**config.mk**
```make
export PLATFORM = sky130hd
export DESIGN_NAME = bpfa_ctrl
export DESIGN_NICKNAME = d
export VERILOG_FILES = /design/src/hdl/bitmap_page_frame_allocator_top_assert.svh /design/src/hdl/bpfa_pkg.sv /design/src/hdl/bpfa_ctrl.sv
export SDC_FILE = /design/constraint.sdc
export NUM_CORES = 1
export LEC_CHECK = 0
export ABC_CLOCK_PERIOD_IN_PS = 1500
export BUFFER_PORTS_ARGS = -buffer_cell sky130_fd_sc_hd__buf_2
export CAP_MARGIN = 0
export CORE_ASPECT_RATIO = 0.9
export CORE_UTILIZATION = 35
export CTS_BUF_LIST = sky130_fd_sc_hd__clkbuf_4 sky130_fd_sc_hd__clkbuf_8 sky130_fd_sc_hd__clkbuf_16
export CTS_CLUSTER_DIAMETER = 80
export CTS_CLUSTER_SIZE = 28
export DETAILED_ROUTE_END_ITERATION = 8
export PLACE_DENSITY = 0.79
export SLEW_MARGIN = 20
export SYNTH_ARGS = -nofsm -noshare
export SYNTH_HDL_FRONTEND = slang
export SYNTH_SLANG_ARGS = --single-unit
export TNS_END_PERCENT = 100
```
**constraint.sdc**
```tcl
create_clock -name clk -period 1.5 [get_ports clk]
set_input_delay 0.15 -clock clk [delete_from_list [all_inputs] [get_ports clk]]
set_output_delay 0.15 -clock clk [all_outputs]
set_load 0.01 [all_outputs]
```
**src/hdl/bitmap_page_frame_allocator_top_assert.svh**
```systemverilog
// Assertion macros for the page frame allocator.
// Included by the RTL files that carry concurrent checks; no other dependencies.
`ifndef BITMAP_PAGE_FRAME_ALLOCATOR_TOP_ASSERT_SVH
`define BITMAP_PAGE_FRAME_ALLOCATOR_TOP_ASSERT_SVH
`ifndef SYNTH
`define BPFA_ASSERT_IMPL(lbl, clk, rst, ante, cons) \
  lbl: assert property (@(posedge clk) disable iff (rst) (ante) |-> (cons)) \
    else $error("bpfa assertion failed");
`define BPFA_ASSERT_NEXT(lbl, clk, rst, ante, cons) \
  lbl: assert property (@(posedge clk) disable iff (rst) (ante) |=> (cons)) \
    else $error("bpfa assertion failed");
`else
`define BPFA_ASSERT_IMPL(lbl, clk, rst, ante, cons)
`define BPFA_ASSERT_NEXT(lbl, clk, rst, ante, cons)
`endif
`endif

```
**src/hdl/bpfa_pkg.sv**
```systemverilog
// Shared constants, codes, types and helpers of the page frame allocator.
// No dependencies; used by the controller, the datapath and the top level.
`default_nettype none
package bpfa_pkg;

  localparam int REGIONS               = 2;
  localparam int ZONE_BITS             = 64;
  localparam int MAX_FRAMES_PER_REGION = 65536;

  localparam int FRAME_W    = 40;
  localparam int COUNT_W    = 17;
  localparam int KIND_W     = 2;
  localparam int STATUS_W   = 2;
  localparam int CFG_IDX_W  = 3;
  localparam int CFG_DATA_W = 40;
  localparam int CFG_REGIONS = 2;

  localparam int BIT_W            = $clog2(ZONE_BITS);
  localparam int ZONES_PER_REGION = (MAX_FRAMES_PER_REGION + ZONE_BITS - 1) / ZONE_BITS;
  localparam int ZONE_W           = $clog2(ZONES_PER_REGION);
  localparam int IDX_W            = ZONE_W + BIT_W;
  localparam int SPAN_W           = (COUNT_W > IDX_W) ? COUNT_W : IDX_W;
  localparam int REGION_W         = (REGIONS > 1) ? $clog2(REGIONS) : 1;
  localparam int REGION_SLOTS     = 2 ** REGION_W;
  localparam int RCNT_W           = $clog2(REGIONS + 1);
  localparam int ADDR_W           = REGION_W + ZONE_W;
  localparam int RAM_DEPTH        = 2 ** ADDR_W;
  localparam int FRAME_CAP        = (MAX_FRAMES_PER_REGION < 2 ** COUNT_W) ?
                                    MAX_FRAMES_PER_REGION : 2 ** COUNT_W - 1;

  localparam logic [COUNT_W-1:0] MAX_FRAMES = COUNT_W'(FRAME_CAP);
  localparam logic [COUNT_W-1:0] COUNT_MAX  = '1;

  typedef enum logic [KIND_W-1:0] {
    KIND_ALLOC = 2'd0,
    KIND_FREE  = 2'd1,
    KIND_INIT  = 2'd2
  } kind_t;

  typedef enum logic [STATUS_W-1:0] {
    ST_DONE     = 2'd0,
    ST_NO_FRAME = 2'd1,
    ST_BAD_FREE = 2'd2
  } status_t;

  typedef enum logic [CFG_IDX_W-1:0] {
    CFG_R0_FIRST  = 3'd0,
    CFG_R0_FRAMES = 3'd1,
    CFG_R1_FIRST  = 3'd2,
    CFG_R1_FRAMES = 3'd3,
    CFG_RESERVED  = 3'd4
  } cfg_reg_t;

  typedef enum logic [3:0] {
    S_CLEAR,
    S_IDLE,
    S_A_REGION,
    S_A_SCAN,
    S_A_PICK,
    S_A_COMMIT,
    S_F_REGION,
    S_F_UPDATE,
    S_I_PREP,
    S_I_SWEEP,
    S_DONE
  } state_t;

  typedef struct packed {
    logic    accept;
    logic    rgn_first;
    logic    rgn_next;
    logic    scan_start;
    logic    scan_check;
    logic    scan_next;
    logic    pick;
    logic    commit;
    logic    free_latch;
    logic    free_update;
    logic    prep;
    logic    sweep;
    logic    res_set;
    status_t res_status;
    logic    out_load;
  } bpfa_cmd_t;

  typedef struct packed {
    logic region_end;
    logic region_skip;
    logic scan_hit;
    logic scan_last;
    logic free_hit;
    logic sweep_last;
    logic out_free;
  } bpfa_stat_t;

  // ones in the low cnt bits, cnt saturating at a full zone
  function automatic logic [ZONE_BITS-1:0] low_mask(input logic [BIT_W:0] cnt);
    logic [ZONE_BITS-1:0] m;
    if (cnt >= (BIT_W+1)'(ZONE_BITS)) begin
      m = '1;
    end else begin
      m = (ZONE_BITS'(1) << cnt) - ZONE_BITS'(1);
    end
    return m;
  endfunction

endpackage
`default_nettype wire

```
**src/hdl/bpfa_ctrl.sv**
```systemverilog
// Request sequencer of the page frame allocator.
// Depends on bpfa_pkg; drives the datapath through bpfa_cmd_t.
`default_nettype none
module bpfa_ctrl (
  input  logic                        clk,
  input  logic                        rst,
  input  logic                        in_valid,
  output logic                        in_stall,
  input  logic [bpfa_pkg::KIND_W-1:0] kind,
  input  bpfa_pkg::bpfa_stat_t        st,
  output bpfa_pkg::bpfa_cmd_t         cmd
);
  import bpfa_pkg::*;

  state_t state, state_next;

  always_ff @(posedge clk) begin
    if (rst) begin
      state <= S_CLEAR;
    end else begin
      state <= state_next;
    end
  end

  always_comb begin
    state_next = state;
    unique case (state)
      S_CLEAR: begin
        if (st.sweep_last) state_next = S_IDLE;
      end
      S_IDLE: begin
        if (in_valid) begin
          unique case (kind)
            KIND_ALLOC: state_next = S_A_REGION;
            KIND_FREE:  state_next = S_F_REGION;
            KIND_INIT:  state_next = S_I_PREP;
            default:    state_next = S_DONE;
          endcase
        end
      end
      S_A_REGION: begin
        priority if (st.region_end) state_next = S_DONE;
        else if (!st.region_skip)   state_next = S_A_SCAN;
      end
      S_A_SCAN: begin
        priority if (st.scan_hit) state_next = S_A_PICK;
        else if (st.scan_last)    state_next = S_A_REGION;
      end
      S_A_PICK:   state_next = S_A_COMMIT;
      S_A_COMMIT: state_next = S_DONE;
      S_F_REGION: begin
        priority if (st.region_end) state_next = S_DONE;
        else if (st.free_hit)       state_next = S_F_UPDATE;
      end
      S_F_UPDATE: state_next = S_DONE;
      S_I_PREP: begin
        if (st.region_end) state_next = S_I_SWEEP;
      end
      S_I_SWEEP: begin
        if (st.sweep_last) state_next = S_DONE;
      end
      S_DONE: begin
        if (st.out_free) state_next = S_IDLE;
      end
      default: state_next = S_IDLE;
    endcase
  end

  always_comb begin
    cmd      = '0;
    in_stall = 1'b1;
    unique case (state)
      S_CLEAR: cmd.sweep = 1'b1;
      S_IDLE: begin
        in_stall = 1'b0;
        if (in_valid) begin
          cmd.accept    = 1'b1;
          cmd.rgn_first = 1'b1;
          if (kind != KIND_ALLOC && kind != KIND_FREE && kind != KIND_INIT) begin
            cmd.res_set    = 1'b1;
            cmd.res_status = ST_DONE;
          end
        end
      end
      S_A_REGION: begin
        priority if (st.region_end) begin
          cmd.res_set    = 1'b1;
          cmd.res_status = ST_NO_FRAME;
        end else if (st.region_skip) begin
          cmd.rgn_next = 1'b1;
        end else begin
          cmd.scan_start = 1'b1;
        end
      end
      S_A_SCAN: begin
        cmd.scan_check = 1'b1;
        priority if (st.scan_hit) begin
          cmd.scan_check = 1'b1;
        end else if (st.scan_last) begin
          cmd.rgn_next = 1'b1;
        end else begin
          cmd.scan_next = 1'b1;
        end
      end
      S_A_PICK: cmd.pick = 1'b1;
      S_A_COMMIT: begin
        cmd.commit     = 1'b1;
        cmd.res_set    = 1'b1;
        cmd.res_status = ST_DONE;
      end
      S_F_REGION: begin
        priority if (st.region_end) begin
          cmd.res_set    = 1'b1;
          cmd.res_status = ST_BAD_FREE;
        end else if (st.free_hit) begin
          cmd.free_latch = 1'b1;
        end else begin
          cmd.rgn_next = 1'b1;
        end
      end
      S_F_UPDATE: begin
        cmd.free_update = 1'b1;
        cmd.res_set     = 1'b1;
        cmd.res_status  = ST_DONE;
      end
      S_I_PREP: begin
        if (!st.region_end) begin
          cmd.prep     = 1'b1;
          cmd.rgn_next = 1'b1;
        end
      end
      S_I_SWEEP: begin
        cmd.sweep = 1'b1;
        if (st.sweep_last) begin
          cmd.res_set    = 1'b1;
          cmd.res_status = ST_DONE;
        end
      end
      S_DONE: cmd.out_load = st.out_free;
      default: cmd = '0;
    endcase
  end

endmodule
`default_nettype wire

```
==> results.cfg <==
[global_route]
grt_pass1_vias = 708
overflow = 0
grt_max_degree = 13
grt_pass1_wl_mm = 3.37
grt_usage = 0.269
antenna_found_initial = 0

[clocking]
cts.clk_slew.worst_paths_ns = 0.04
clock_latency_ns = 0.24
cts_tree = built
cts_htree_levels = 1
root_buffer = clkbuf_4
numCtsBuffers = 3
postCtsHoldBufs = 0
cts.path.max_buffers = 2
clock-sinks = 4

[power]
p_leak_nw = 0.534
power_density_mw_per_mm2 = 1600
ir_drop_mv = 1.01

[final_layout]
fill_cells = 99
final_cell_mix = 23 x buf_2, 19 x buf_4, 16 x buf_6, 10 x nor2_1, 5 x nor3_1
register_area_um2 = 95.1
drive_gt1_frac = 0.687
largest_register_ffs = 4
layout_commonest_cell = buf_2
biggestRegsByFlops = state: 4 flops
regMostFlops = state
multiInputGateArea_um2 = 596
antenna_cells = 0
nets = 148
design_area_mm2 = 0.00119
synthToLayoutAreaGrowth_pct = 110

[yosys]
ys_types = 39
yosysSeqAreaShare = 0.141
synth_edf_count = 0
synth_seq_cells = 4
syn_area_um2 = 569
yosysTopAreaCell = dfxtp_1
syn-num-nets = 91
syn_avg_cell_area_um2 = 7.21
synthCells = 79
async_flop_share = 0
synth_top_area_frac = 0.141
yosys-top-cells-area = dfxtp_1 14%, nor2_1 7.9%, nor3_1 6.2%
synth_warnings = 0
ys.flop_type = dfxtp_1

[timing]
tns_ns = -1.17
max_freq_mhz = 602
tightest_slew_ns = 0.334
finalCritPeriodShare = 1.11
fin_ws_ns = -0.160
setup-violations-final = 14
slew_headroom = 0.777
skew_ns = 0.00441
grt_setup_unrepaired = yes
whs_ns = 0.148
post-route-min-period_ns = 1.66
hold_viol_final = 0
finalMaxSlewViolations = 0

[route]
via_per_inst = 5.43
first_iter_violations = 31
drc_errors = 0
post_drt_wl_per_cell_um = 15.6
first_pass_iters = 4
totalWireLength_mm = 2.44
vias = 847
antenna_left = 0

[critical_path]
path_buf_inv = 2
cp_slowest_stage_delay_ns = 0.38
criticalPathCategory = reg2out
rr_startpoint = state[1]
crit_path_top_delay_cell = a2111oi_4
cp-startpoint = state[1]
start_kind = register
cp_cell_sequence = buf_6 > nand3b_1 > a2111oi_4 > nor2_2 > o21ai_1 > buf_2
path_delay_family = compound AO/OA/AOI/OAI gates
crit_arrival_ns = 1.51
critPathMaxFanout = 6
required_ns = 1.35
crit_path_end_kind = output pin

[job]
drv_cap = 0

[outcome]
status = complete, but fails checks
violations = negative setup slack

[place]
globalplace.congestion = 0.904
dpl_cell_area_um2 = 838
io_buffers = 28
hpwl_mm = 1.45

[floorplanning]
ios = 29
die_area_mm2 = 0.00179
num_rows = 13
die_w_um = 44.5
fp.dieH_um = 40.3
core_area_mm2 = 0.00148
start_util = 0.385

[min_path]
hold_class = in2reg
worstHoldStart = rst
cell type report:
type / instances / area share
clock buffers: 3 / 0.0189
flip-flops and latches: 4 / 0.0797
well taps: 22 / 0.0231
repair buffers: 58 / 0.367
multi-input cells: 65 / 0.499
inverters: 4 / 0.0126
where the power goes:
| group | internal (mW) | leakage (nW) | switching [mW] |
|---|---|---|---|
| Clock | 0.0901 | 0.0138 | 0.0537 |
| Sequential | 0.166 | 0.0356 | 0.0797 |
| Combinational | 0.815 | 0.485 | 0.707 |
routing by layer:
layer | track usage | share of wire | wire length (um) | vias to the layer above
li1 | - | - | - | 408
met1 | 0.316 | 0.43 | 1040 | 394
met2 | 0.493 | 0.51 | 1230 | 39
met3 | 0.0541 | 0.045 | 110 | 6
met4 | 0.0985 | 0.022 | 53 | 0
met5 | 0 | 0 | 0 | -
final timing paths:
kind         endpoint  slack [ns]  cells after the start
min          state[3]        0.15                      2
max reg2reg  state[0]       -0.14                      7
min reg2reg  state[3]        0.74                      3
max           cmd[13]       -0.16                      6
stage by stage:
stage	worst slack (ns)	power (mW)	cells	util
after global routing	-0.240	2.02	156	0.806
after floorplan	-0.0473	0.828	79	-
after CTS	-0.166	1.61	149	0.683
after detailed placement	-0.162	1.20	141	0.566
final	-0.160	1.91	156	0.806
after global placement	-0.0668	1.16	141	0.566
synthesized netlist by cell type, drive strengths merged, types with 2 or more instances:
library cell,number
nand2,5
nor2,12
a31oi,3
inv,4
nand4bb,2
buf,4
and3,4
nand2b,3
a21oi,4
nor2b,4
a311oi,2
o21ai,2
nor3,9
clkbuf,2
dfxtp,4
cell families (layout without fill, tap and decap cells):
logic type / after synthesis / count (layout) / share of synthesized area
and+or+nand+nor: 47 / 47 / 0.519
DFF: 4 / 4 / 0.141
AOI/OAI and AO/OA: 18 / 18 / 0.253
buffers and inverters: 10 / 65 / 0.0879
timing repair:
action	CTS	global route
buffers inserted	5	7
gates resized for setup	30	22
endpoints found under the setup margin	17	18
pin swaps	11	7
No activity file was read; power rests on OpenSTA's default activity.
